### config.mk
export PLATFORM = sky130hd
export DESIGN_NAME = dbcs_code_unit_classifier
export DESIGN_NICKNAME = d
export VERILOG_FILES = /design/src/hw/rtl/dbcs_pkg.sv /design/src/hw/rtl/dbcs_match.sv /design/src/hw/rtl/dbcs_code_unit_classifier.sv
export SDC_FILE = /design/constraint.sdc
export NUM_CORES = 1
export LEC_CHECK = 0
export ABC_AREA = 1
export BUFFER_PORTS_ARGS = -buffer_cell sky130_fd_sc_hd__buf_2
export CAP_MARGIN = 5
export CORE_MARGIN = 1.5
export CORE_UTILIZATION = 45
export CTS_BUF_LIST = sky130_fd_sc_hd__clkbuf_16
export CTS_CLUSTER_DIAMETER = 150
export DETAILED_ROUTE_END_ITERATION = 10
export PLACE_DENSITY = 0.8
export SLEW_MARGIN = 0
export SYNTH_ARGS = -nofsm -noshare
export SYNTH_HDL_FRONTEND = slang
export SYNTH_SLANG_ARGS = --single-unit
### constraint.sdc
create_clock -name i_clk -period 2.7 [get_ports i_clk]
set_input_delay 0.135 -clock i_clk [delete_from_list [all_inputs] [get_ports i_clk]]
set_output_delay 0.135 -clock i_clk [all_outputs]
set_load 0.01 [all_outputs]
### src/hw/rtl/dbcs_pkg.sv
// Shared types and helpers for the double-byte code unit classifier.
package dbcs_pkg;

    localparam int unsigned DATA_W = 32;
    localparam int unsigned ADDR_W = 3;

    typedef enum logic [2:0] {
        PAGE_NONE   = 3'd0,
        PAGE_GBK    = 3'd1,
        PAGE_BIG5   = 3'd2,
        PAGE_SJIS   = 3'd3,
        PAGE_KOREAN = 3'd4
    } t_page;

    typedef enum logic [0:0] {
        REG_CODE_PAGE = 1'b0
    } t_reg_idx;

    function automatic logic in_rng8(input logic [7:0] v, input logic [7:0] lo,
                                     input logic [7:0] hi);
        return (v >= lo) && (v <= hi);
    endfunction

    function automatic logic in_rng16(input logic [15:0] v, input logic [15:0] lo,
                                      input logic [15:0] hi);
        return (v >= lo) && (v <= hi);
    endfunction

endpackage

### src/hw/rtl/dbcs_match.sv
// Per-code-page range tests for one lead/trail byte pair.
module dbcs_match
    import dbcs_pkg::*;
(
    input  t_page      i_page,
    input  logic [7:0] i_lead,
    input  logic [7:0] i_trail,
    output logic       o_sel
);

    function automatic logic gbk_unit(input logic [7:0] ld, input logic [7:0] tr,
                                      input logic [15:0] cv);
        logic sym;
        logic res;
        sym = in_rng16(cv, 16'hA6A1, 16'hA6B8) || in_rng16(cv, 16'hA6C1, 16'hA6D8) ||
              in_rng16(cv, 16'hA6E0, 16'hA6EB) || in_rng16(cv, 16'hA6EE, 16'hA6F2) ||
              in_rng16(cv, 16'hA6F4, 16'hA6F5) || in_rng16(cv, 16'hA7A1, 16'hA7C1) ||
              in_rng16(cv, 16'hA7D1, 16'hA7F1) || in_rng16(cv, 16'hA840, 16'hA895) ||
              in_rng16(cv, 16'hA8A1, 16'hA8BB) || in_rng16(cv, 16'hA8BD, 16'hA8BE) ||
              (cv == 16'hA8C1) || in_rng16(cv, 16'hA8C5, 16'hA8E9) ||
              in_rng16(cv, 16'hA940, 16'hA957) || in_rng16(cv, 16'hA959, 16'hA95A) ||
              (cv == 16'hA95C) || in_rng16(cv, 16'hA960, 16'hA988) ||
              (cv == 16'hA996);
        priority if (in_rng8(ld, 8'h81, 8'hA0) && in_rng8(tr, 8'h40, 8'hFE) &&
                     (tr != 8'h7F)) begin
            res = 1'b1;
        end else if (sym) begin
            res = (tr != 8'h7F);
        end else if (in_rng8(ld, 8'hAA, 8'hFC) && in_rng8(tr, 8'h40, 8'hA0) &&
                     (tr != 8'h7F)) begin
            res = 1'b1;
        end else if (in_rng16(cv, 16'hFE40, 16'hFE4F)) begin
            res = 1'b1;
        end else if (((ld == 8'hA1) || (ld == 8'hA3)) && in_rng8(tr, 8'hA1, 8'hFE)) begin
            res = 1'b1;
        end else if ((ld == 8'hA4) && in_rng8(tr, 8'hA1, 8'hF3)) begin
            res = 1'b1;
        end else if ((ld == 8'hA5) && in_rng8(tr, 8'hA1, 8'hF6)) begin
            res = 1'b1;
        end else begin
            res = in_rng8(ld, 8'hB0, 8'hF7) && in_rng8(tr, 8'hA1, 8'hFE);
        end
        return res;
    endfunction

    function automatic logic big5_unit(input logic [7:0] ld, input logic [7:0] tr);
        logic low;
        logic res;
        low = in_rng8(tr, 8'h40, 8'h7E);
        priority if (in_rng8(ld, 8'hA1, 8'hA2)) begin
            res = low || in_rng8(tr, 8'hA1, 8'hFE);
        end else if (ld == 8'hA3) begin
            res = low || in_rng8(tr, 8'hA1, 8'hBF) || (tr == 8'hE1);
        end else if (in_rng8(ld, 8'hA4, 8'hC5) || in_rng8(ld, 8'hC9, 8'hF9)) begin
            res = low || in_rng8(tr, 8'hA1, 8'hFE);
        end else begin
            res = (ld == 8'hC6) && low;
        end
        return res;
    endfunction

    function automatic logic sjis_unit(input logic [7:0] ld, input logic [7:0] tr,
                                       input logic [15:0] cv);
        logic low;
        logic res;
        low = in_rng8(tr, 8'h40, 8'h7E);
        unique case (ld)
            8'h81: res = in_rng16(cv, 16'h8140, 16'h81AC) ||
                         in_rng16(cv, 16'h81B8, 16'h81BF) ||
                         in_rng16(cv, 16'h81C8, 16'h81CE) ||
                         in_rng16(cv, 16'h81DA, 16'h81E8) ||
                         in_rng16(cv, 16'h81F0, 16'h81F7) || (cv == 16'h81FC);
            8'h82: res = in_rng16(cv, 16'h824F, 16'h8258) ||
                         in_rng16(cv, 16'h8260, 16'h8279) ||
                         in_rng16(cv, 16'h8281, 16'h829A) ||
                         in_rng16(cv, 16'h829F, 16'h82F1);
            8'h83: res = in_rng16(cv, 16'h8340, 16'h8396) ||
                         in_rng16(cv, 16'h839F, 16'h83B6) ||
                         in_rng16(cv, 16'h83BF, 16'h83D6);
            8'h84: res = in_rng16(cv, 16'h8440, 16'h8460) ||
                         in_rng16(cv, 16'h8470, 16'h8491) ||
                         in_rng16(cv, 16'h849F, 16'h84BE);
            8'h87: res = in_rng16(cv, 16'h8740, 16'h875D) ||
                         in_rng16(cv, 16'h875F, 16'h8775) || (cv == 16'h877E) ||
                         in_rng16(cv, 16'h8780, 16'h879C);
            8'h88: res = in_rng16(cv, 16'h889F, 16'h88FC);
            8'hEA: res = low || in_rng8(tr, 8'h80, 8'hA4);
            8'hED: res = low || in_rng8(tr, 8'h80, 8'hEC) || in_rng8(tr, 8'hEF, 8'hFC);
            8'hEE: res = low || in_rng8(tr, 8'h80, 8'hFC);
            8'hFC: res = in_rng8(tr, 8'h40, 8'h4B);
            default: begin
                if (in_rng8(ld, 8'h89, 8'h9F) || in_rng8(ld, 8'hE0, 8'hE9) ||
                    in_rng8(ld, 8'hFA, 8'hFB)) begin
                    res = low || in_rng8(tr, 8'h80, 8'hFC);
                end else begin
                    res = 1'b0;
                end
            end
        endcase
        return res;
    endfunction

    function automatic logic korean_unit(input logic [7:0] ld, input logic [7:0] tr);
        logic res;
        priority if (in_rng8(ld, 8'h81, 8'hC5)) begin
            res = in_rng8(tr, 8'h41, 8'h5A) || in_rng8(tr, 8'h60, 8'h7A) ||
                  in_rng8(tr, 8'h81, 8'hFE);
        end else if (ld == 8'hC6) begin
            res = in_rng8(tr, 8'h41, 8'h52) || in_rng8(tr, 8'hA1, 8'hFE);
        end else begin
            res = in_rng8(ld, 8'hC7, 8'hC8) && in_rng8(tr, 8'hA1, 8'hFE);
        end
        return res;
    endfunction

    logic [15:0] cv;

    assign cv = {i_lead, i_trail};

    always_comb begin
        unique case (i_page)
            PAGE_GBK:    o_sel = gbk_unit(i_lead, i_trail, cv);
            PAGE_BIG5:   o_sel = big5_unit(i_lead, i_trail);
            PAGE_SJIS:   o_sel = sjis_unit(i_lead, i_trail, cv);
            PAGE_KOREAN: o_sel = korean_unit(i_lead, i_trail);
            default:     o_sel = 1'b0;
        endcase
    end

endmodule

### src/hw/rtl/dbcs_code_unit_classifier.sv
// Double-byte code unit classifier: a lead and trail byte request in, one
// valid-character flag out. One request per cycle is sustained while the output is
// not stalled; each accepted request passes the input register, the range tests and
// the result register, with a single pass of byte compares between the registers.
// The code page is chosen by the code_page_select register at byte address 0
// (0 none, 1 GBK, 2 Big5, 3 Shift-JIS, 4 Korean; other values select nothing) and
// is to be written only while no request is in flight; the block does not enforce it.
module dbcs_code_unit_classifier
    import dbcs_pkg::*;
(
    input  logic              i_clk,
    input  logic              i_rst_n,
    input  logic              i_in_valid,
    output logic              o_in_ready,
    input  logic [7:0]        i_lead_byte,
    input  logic [7:0]        i_trail_byte,
    output logic              o_out_valid,
    input  logic              i_out_ready,
    output logic              o_unit_selected,
    input  logic              psel,
    input  logic              penable,
    input  logic              pwrite,
    input  logic [ADDR_W-1:0] paddr,
    input  logic [DATA_W-1:0] pwdata,
    output logic [DATA_W-1:0] prdata,
    output logic              pready
);

    logic [2:0] r_page;
    logic       r_s1_vld;
    logic [7:0] r_lead;
    logic [7:0] r_trail;
    logic       r_out_vld;
    logic       r_sel;
    logic       n_sel;
    logic       s1_adv;
    logic       reg_hit;

    assign reg_hit = (paddr[ADDR_W-1:2] == REG_CODE_PAGE);
    assign pready  = 1'b1;
    assign prdata  = reg_hit ? {{(DATA_W-3){1'b0}}, r_page} : '0;

    always_ff @(posedge i_clk) begin
        if (!i_rst_n) begin
            r_page <= PAGE_NONE;
        end else if (psel && penable && pwrite && reg_hit) begin
            r_page <= pwdata[2:0];
        end
    end

    assign s1_adv     = !r_out_vld || i_out_ready;
    assign o_in_ready = !r_s1_vld || s1_adv;

    always_ff @(posedge i_clk) begin
        if (!i_rst_n) begin
            r_s1_vld <= 1'b0;
        end else if (o_in_ready) begin
            r_s1_vld <= i_in_valid;
        end
    end

    always_ff @(posedge i_clk) begin
        if (o_in_ready && i_in_valid) begin
            r_lead  <= i_lead_byte;
            r_trail <= i_trail_byte;
        end
    end

    dbcs_match u_match (
        .i_page  (t_page'(r_page)),
        .i_lead  (r_lead),
        .i_trail (r_trail),
        .o_sel   (n_sel)
    );

    always_ff @(posedge i_clk) begin
        if (!i_rst_n) begin
            r_out_vld <= 1'b0;
        end else if (s1_adv) begin
            r_out_vld <= r_s1_vld;
        end
    end

    always_ff @(posedge i_clk) begin
        if (s1_adv && r_s1_vld) begin
            r_sel <= n_sel;
        end
    end

    assign o_out_valid     = r_out_vld;
    assign o_unit_selected = r_sel;

endmodule
[Word level (Yosys, flattened, before mapping)]
Cells that the tools add are included.
Storage, ports and cells
  flip-flop bits (word level): 22
  output and inout bits: 36
  input port bits: 58
  logic and storage cells: 282
Cells by class
  reductions and logical operators: 125
  bitwise gates (word level): 1
  equal/unequal tests: 26
  mux-type cells: 16
  $lt $le $gt $ge: 108
Operators by type and width (number)
  $ge 16x16->1 const B: 34
  $le 16x16->1 const B: 34
  $le 8x8->1 const B: 18
  $eq 8x8->1 const B: 16
  $ge 8x8->1 const B: 14
  $eq 16x16->1 const B: 5
  $logic_and 1x1->1: 76
  $logic_or 1x1->1: 47
  $le 8x7->1 const B: 5
  $ge 8x7->1 const B: 3
  $mux 1: 13
  $pmux 1 s10: 1
  $ne 8x7->1 const B: 1
  $eq 3x2->1 const B: 2
  $pmux 1 s4: 1
  $eq 3x1->1 const B: 1
  $eq 3x3->1 const B: 1
  $mux 3: 1
  $logic_not 1->1: 2
  $not 1->1: 1

[Longest topological paths before layout]
  depth after elaboration: 21
  depth in mapped cells: 19
  depth with buffers taken out: 18

[By module]
A second synthesis with hierarchy kept.
Unflattened totals
  cells, all modules: 731
  area, all modules: 3851.2 µm²
By module, submodules not included
  dbcs_match: cells each 639, times used 1, area an instance 2831.5 µm², sequential area each 0.0 µm²
  dbcs_code_unit_classifier: cells each 92, times used 1, area an instance 1019.7 µm², sequential area each 610.6 µm²

[Worst setup path after synthesis]
OpenSTA, ideal clock, no wires.
  kind: register to register
  from: register r_lead[4]
  to: register r_sel (netlist: o_unit_selected), data pin
  buffers on the path: 0
  data arrival time: 1.712 ns
  required time: 2.441 ns
  path slack: 0.729 ns
  library setup time: 0.259 ns
  stages on the path, launching flop included: 13
  clock period less this slack: 1.971 ns
  path through: edfxtp_1 > inv_2 > nand2_1 > nor2_1 > nor2_1 > nor2_2 > o21ai_0 > nand2_1 > nand4_1 > nor2_1 > nand4_1 > nand2_1 > nand3_1
On the way
  word-level cells in the longest chain between the ends: 21
  elaborated cells between the ends (all ways): 213
  classes of those cells: 88 x order compare; 20 x eq/ne; 15 x mux; 90 x reduce/logical
Ends and longest elaborated chain
  from (decl): line dbcs_code_unit_classifier.sv:31  | logic [7:0] r_lead;
  from (signal assigned): line dbcs_code_unit_classifier.sv:64  | r_lead <= i_lead_byte;
  $ge 16x16->1 / $le 16x16->1 (equally long branches): line dbcs_pkg.sv:26  | return (v >= lo) && (v <= hi);
  $logic_and 1x1->1: line dbcs_pkg.sv:26
  $logic_or 1x1->1 (2 in series): line dbcs_match.sv:15  | sym = in_rng16(cv, 16'hA6A1, 16'hA6B8) || in_rng16(cv, 16'hA6C1, 16'hA6D8) ||
  $logic_or 1x1->1 (2 in series): line dbcs_match.sv:16  | in_rng16(cv, 16'hA6E0, 16'hA6EB) || in_rng16(cv, 16'hA6EE, 16'hA6F2) ||
  $logic_or 1x1->1 (2 in series): line dbcs_match.sv:17  | in_rng16(cv, 16'hA6F4, 16'hA6F5) || in_rng16(cv, 16'hA7A1, 16'hA7C1) ||
  $logic_or 1x1->1 (2 in series): line dbcs_match.sv:18  | in_rng16(cv, 16'hA7D1, 16'hA7F1) || in_rng16(cv, 16'hA840, 16'hA895) ||
  $logic_or 1x1->1 (2 in series): line dbcs_match.sv:19  | in_rng16(cv, 16'hA8A1, 16'hA8BB) || in_rng16(cv, 16'hA8BD, 16'hA8BE) ||
  $logic_or 1x1->1 (2 in series): line dbcs_match.sv:20  | (cv == 16'hA8C1) || in_rng16(cv, 16'hA8C5, 16'hA8E9) ||
  $logic_or 1x1->1 (2 in series): line dbcs_match.sv:21  | in_rng16(cv, 16'hA940, 16'hA957) || in_rng16(cv, 16'hA959, 16'hA95A) ||
  $logic_or 1x1->1 (2 in series): line dbcs_match.sv:22  | (cv == 16'hA95C) || in_rng16(cv, 16'hA960, 16'hA988) ||
  $mux 1: line dbcs_match.sv:27  | end else if (sym) begin
  $mux 1: line dbcs_match.sv:24  | priority if (in_rng8(ld, 8'h81, 8'hA0) && in_rng8(tr, 8'h40, 8'hFE) &&
  $pmux 1 s4 *: line dbcs_match.sv:121  | unique case (i_page)
  named net n_sel: line dbcs_code_unit_classifier.sv:35  | logic n_sel;
  to (signal assigned): line dbcs_code_unit_classifier.sv:86  | r_sel <= n_sel;
  to (decl): line dbcs_code_unit_classifier.sv:34  | logic r_sel;
Mark *: on every way through the listed nets, which the timed path passes. The rest lies on a longest branch.
A chain may end at the register's enable or synchronous reset.

[Final worst setup path]
  from: register r_trail[7]
  to: register r_sel (netlist: o_unit_selected), data pin
On the way
  word-level cells in the longest chain between the ends: 21
  elaborated cells between the ends (all ways): 211
  classes of those cells: 88 x order compare; 7 x eq/ne; 15 x mux; 101 x reduce/logical
Ends and longest elaborated chain
  from (decl): line dbcs_code_unit_classifier.sv:32  | logic [7:0] r_trail;
  from (signal assigned): line dbcs_code_unit_classifier.sv:65  | r_trail <= i_trail_byte;
  $ge 16x16->1 / $le 16x16->1 (equally long branches): line dbcs_pkg.sv:26
  $logic_and 1x1->1: line dbcs_pkg.sv:26
  $logic_or 1x1->1 (2 in series): line dbcs_match.sv:15
  $logic_or 1x1->1 (2 in series): line dbcs_match.sv:16
  $logic_or 1x1->1 (2 in series): line dbcs_match.sv:17
  $logic_or 1x1->1 (2 in series): line dbcs_match.sv:18
  $logic_or 1x1->1 (2 in series): line dbcs_match.sv:19
  $logic_or 1x1->1 (2 in series): line dbcs_match.sv:20
  $logic_or 1x1->1 (2 in series): line dbcs_match.sv:21
  $logic_or 1x1->1 (2 in series): line dbcs_match.sv:22
  $mux 1: line dbcs_match.sv:27
  $mux 1: line dbcs_match.sv:24
  $pmux 1 s4 *: line dbcs_match.sv:121
  named net n_sel: line dbcs_code_unit_classifier.sv:35
Marks and branches as above.

==> results.cfg <==
[grt]
grt.overflow.total = 0
wire_length_of_the_first_global_routing_pass_um = 23800
grt_usage = 0.360
largest_net_degree_at_the_start_of_global_routing = 17
grt_pass1_vias = 4360
grt_antenna_before_repair = 1

[die]
placeableCoreArea_sq_um = 7850
die_width_um = 93.6
area_of_the_die_sq_um = 8760
initial_core_util = 0.471
chipHeight_um = 93.6
floorplan.io_pins = 94
num_rows = 32

[cts]
clockRootBuffer = clkbuf_16
tritoncts.num_buffers = 3
cts.htree.levels = 1
ctsLongestPathBuffers = 2
cts_hold_buffers = 0
clock_tree_from_tritoncts = built
cts_sinks = 22
clkTransAtPathRegs_ns = 0.06
worst_skew_pair.late_latency_ns = 0.26

[layout]
drive_gt1_frac = 0.163
fillers = 873
areaGrowthSynthToFinish_pct = 16.0
antenna_cells_inserted = 0
final_nets = 833

[drt]
drcViolationCount = 0
met3WireLength_um = 2210
detailedRoute.firstPassIterationCount = 6
count_of_antenna_violating_nets_left_after_detailed_routing = 0
m1WireLength_um = 6280
routed-via-count = 5087
route.detailed.vias_per_inst = 5.81
avgRoutedWirePerCell_um = 17.8
route.met2.wl_um = 6510
uppermost_routed_layer = met5
drt_iter0_markers = 619
drt-total-wl_um = 15600

[synthesis]
yosys-top-cells-area = nand2_1 (25%), edfxtp_1 (14%), nor2_1 (10%)
synth-main-ff-cell = edfxtp_1
synth.yosys.warnings = 0
synth_top_cell_by_area = nand2_1
post-synth-top-area-fraction = 0.247
synth.top_cells.by_count = nand2_1 (243), nor2_1 (98), inv_1 (66), nand3_1 (62), o21ai_0 (41)
synthArstFlopShare = 0
synth.most_common_cell = nand2_1
synth_area_per_cell_sq_um = 5.28
synthesis.instances = 699
synth_edf_count = 17
register_bit_count_reported_by_yosys = 22
synth.lib_cells_used.distinct = 31
synth.cell_area_sq_um = 3690
sequential_to_total_area_share_from_yosys_stat = 0.165

[power]
total_leakage_power_nw = 2.12
ir_worst_vdd_uv = 364
power_density_cells_nw_per_um2 = 304

[sta]
finalHoldViolCount = 0
timing.final.max_slew_violations = 0
setup_tns_ns = 0
setup_violations = 0
slew-limit-headroom = 0.611
slew_of_the_pin_with_the_lowest_slew_margin_ns = 0.583
layout_min_cycle_time_ns = 2.54
hold-worst-slack_ns = 0.0462
layout_worst_path_cycle_share = 0.941
clock.fmax_mhz = 394
clock_skew_ns = 0.00360
unrepaired_setup_endpoints_after_global_routing = false

[worst_setup_path]
setup.worst_path.class = flop to flop
critPathMaxStageDelay_ns = 0.53
cp_cell_sequence = clkinv_2, nand2_1, nor2_1, nand2_2, nand2_2, o21ai_0, o21ai_0, nand4_1, nand4_1, nand2_1, inv_1, nand3_1
critical_path.slowest_cell = edfxtp_1
path_buf_inv = 2
setup.worst_path.start_class = flop
arrival_ns = 2.54
crit_path_max_fanout = 6
timing.critical_path.to_type = flop
critical_path.top_delay_family = simple AND/OR/NAND/NOR gates
timing.critical_path.required_ns = 2.70

[place]
detailedPlacementHpwl_um = 12800
port_buffers = 32
gp_congestion = 1.09

[outcome]
result_of_the_run = completed

[min_path]
hold_path.class = input pin to flop

[run]
timing.max_cap.violations = 0
[metrics by stage]
step                      area (sq um)  total power [mW]  setup slack, ns  utilization  std cells
final                             4280              1.30            0.161        0.546        876
after global routing              4280              1.36          0.00883        0.546        876
after CTS                         4270              1.28            0.199        0.544        874
after detailed placement          4170             0.901            0.201        0.531        870
after global placement            4170             0.908            0.203        0.531        870
after floorplan                   3800             0.752            0.729            -        727
[cells by family after synthesis]
| family | count (synthesis) | synth area share |
|---|---|---|
| flip-flops | 22 | 0.165 |
| AO/OA/AOI/OAI | 93 | 0.137 |
| other | 2 | 0.00203 |
| AND/OR/NAND/NOR | 463 | 0.534 |
| buffers and inverters | 119 | 0.162 |
[routing by layer]
layer	vias to the layer above	global-route usage
met5	-	0
met4	2	0.148
met3	57	0.0715
met2	422	0.532
met1	2257	0.508
li1	2349	-
[where the power goes]
part	internal (mW)	switching, mW	total [mW]
Combinational	0.159	0.345	0.504
Clock	0.257	0.120	0.377
Sequential	0.387	0.0331	0.420
[final timing paths]
path	start	end	slack (ns)	depth (start not counted)
setup / recovery	r_trail[7]$_DFFE_PP_	o_unit_selected$_DFFE_PP_	0.16	12
hold / removal	i_lead_byte[6]	r_lead[6]$_DFFE_PP_	0.05	1
setup reg to reg	r_trail[7]$_DFFE_PP_	o_unit_selected$_DFFE_PP_	0.16	12
hold reg to reg	r_s1_vld$_SDFFE_PN0N_	o_out_valid$_SDFFE_PN0P_	0.47	2
[state kept, by name, indices dropped and copies added (netlist names)]
register         cells
o_unit_selected      1
r_trail              8
o_out_valid          1
r_page               3
r_lead               8
r_s1_vld             1
[layout by cell type (no fill, tap or decap), drive strengths merged, types with 3 or more instances in the layout]
cell type	Yosys	final
nand2	253	253
nor2	111	111
buf	42	86
inv	75	75
nand3	62	62
o21ai	50	50
a21oi	31	31
conb	2	30
nand4	17	17
edfxtp	17	17
nor3	16	16
dfxtp	5	5
o211ai	4	4
clkbuf	1	4
a21boi	3	3
[cell type report]
cell class / count / area [sq um] / area share
flip-flops and latches: 22 / 611 / 0.143
multi-input cells: 586 / 2590 / 0.606
repair buffers: 86 / 563 / 0.131
well taps: 102 / 128 / 0.0298
clock buffers: 4 / 100 / 0.0234
inverters: 76 / 287 / 0.0669
[repair_timing]
action / CTS / global route
resized for setup: 0 / 1
setup buffers: 0 / 2
setup endpoints to repair: 0 / 1
No activity file was read; power rests on OpenSTA's default activity.
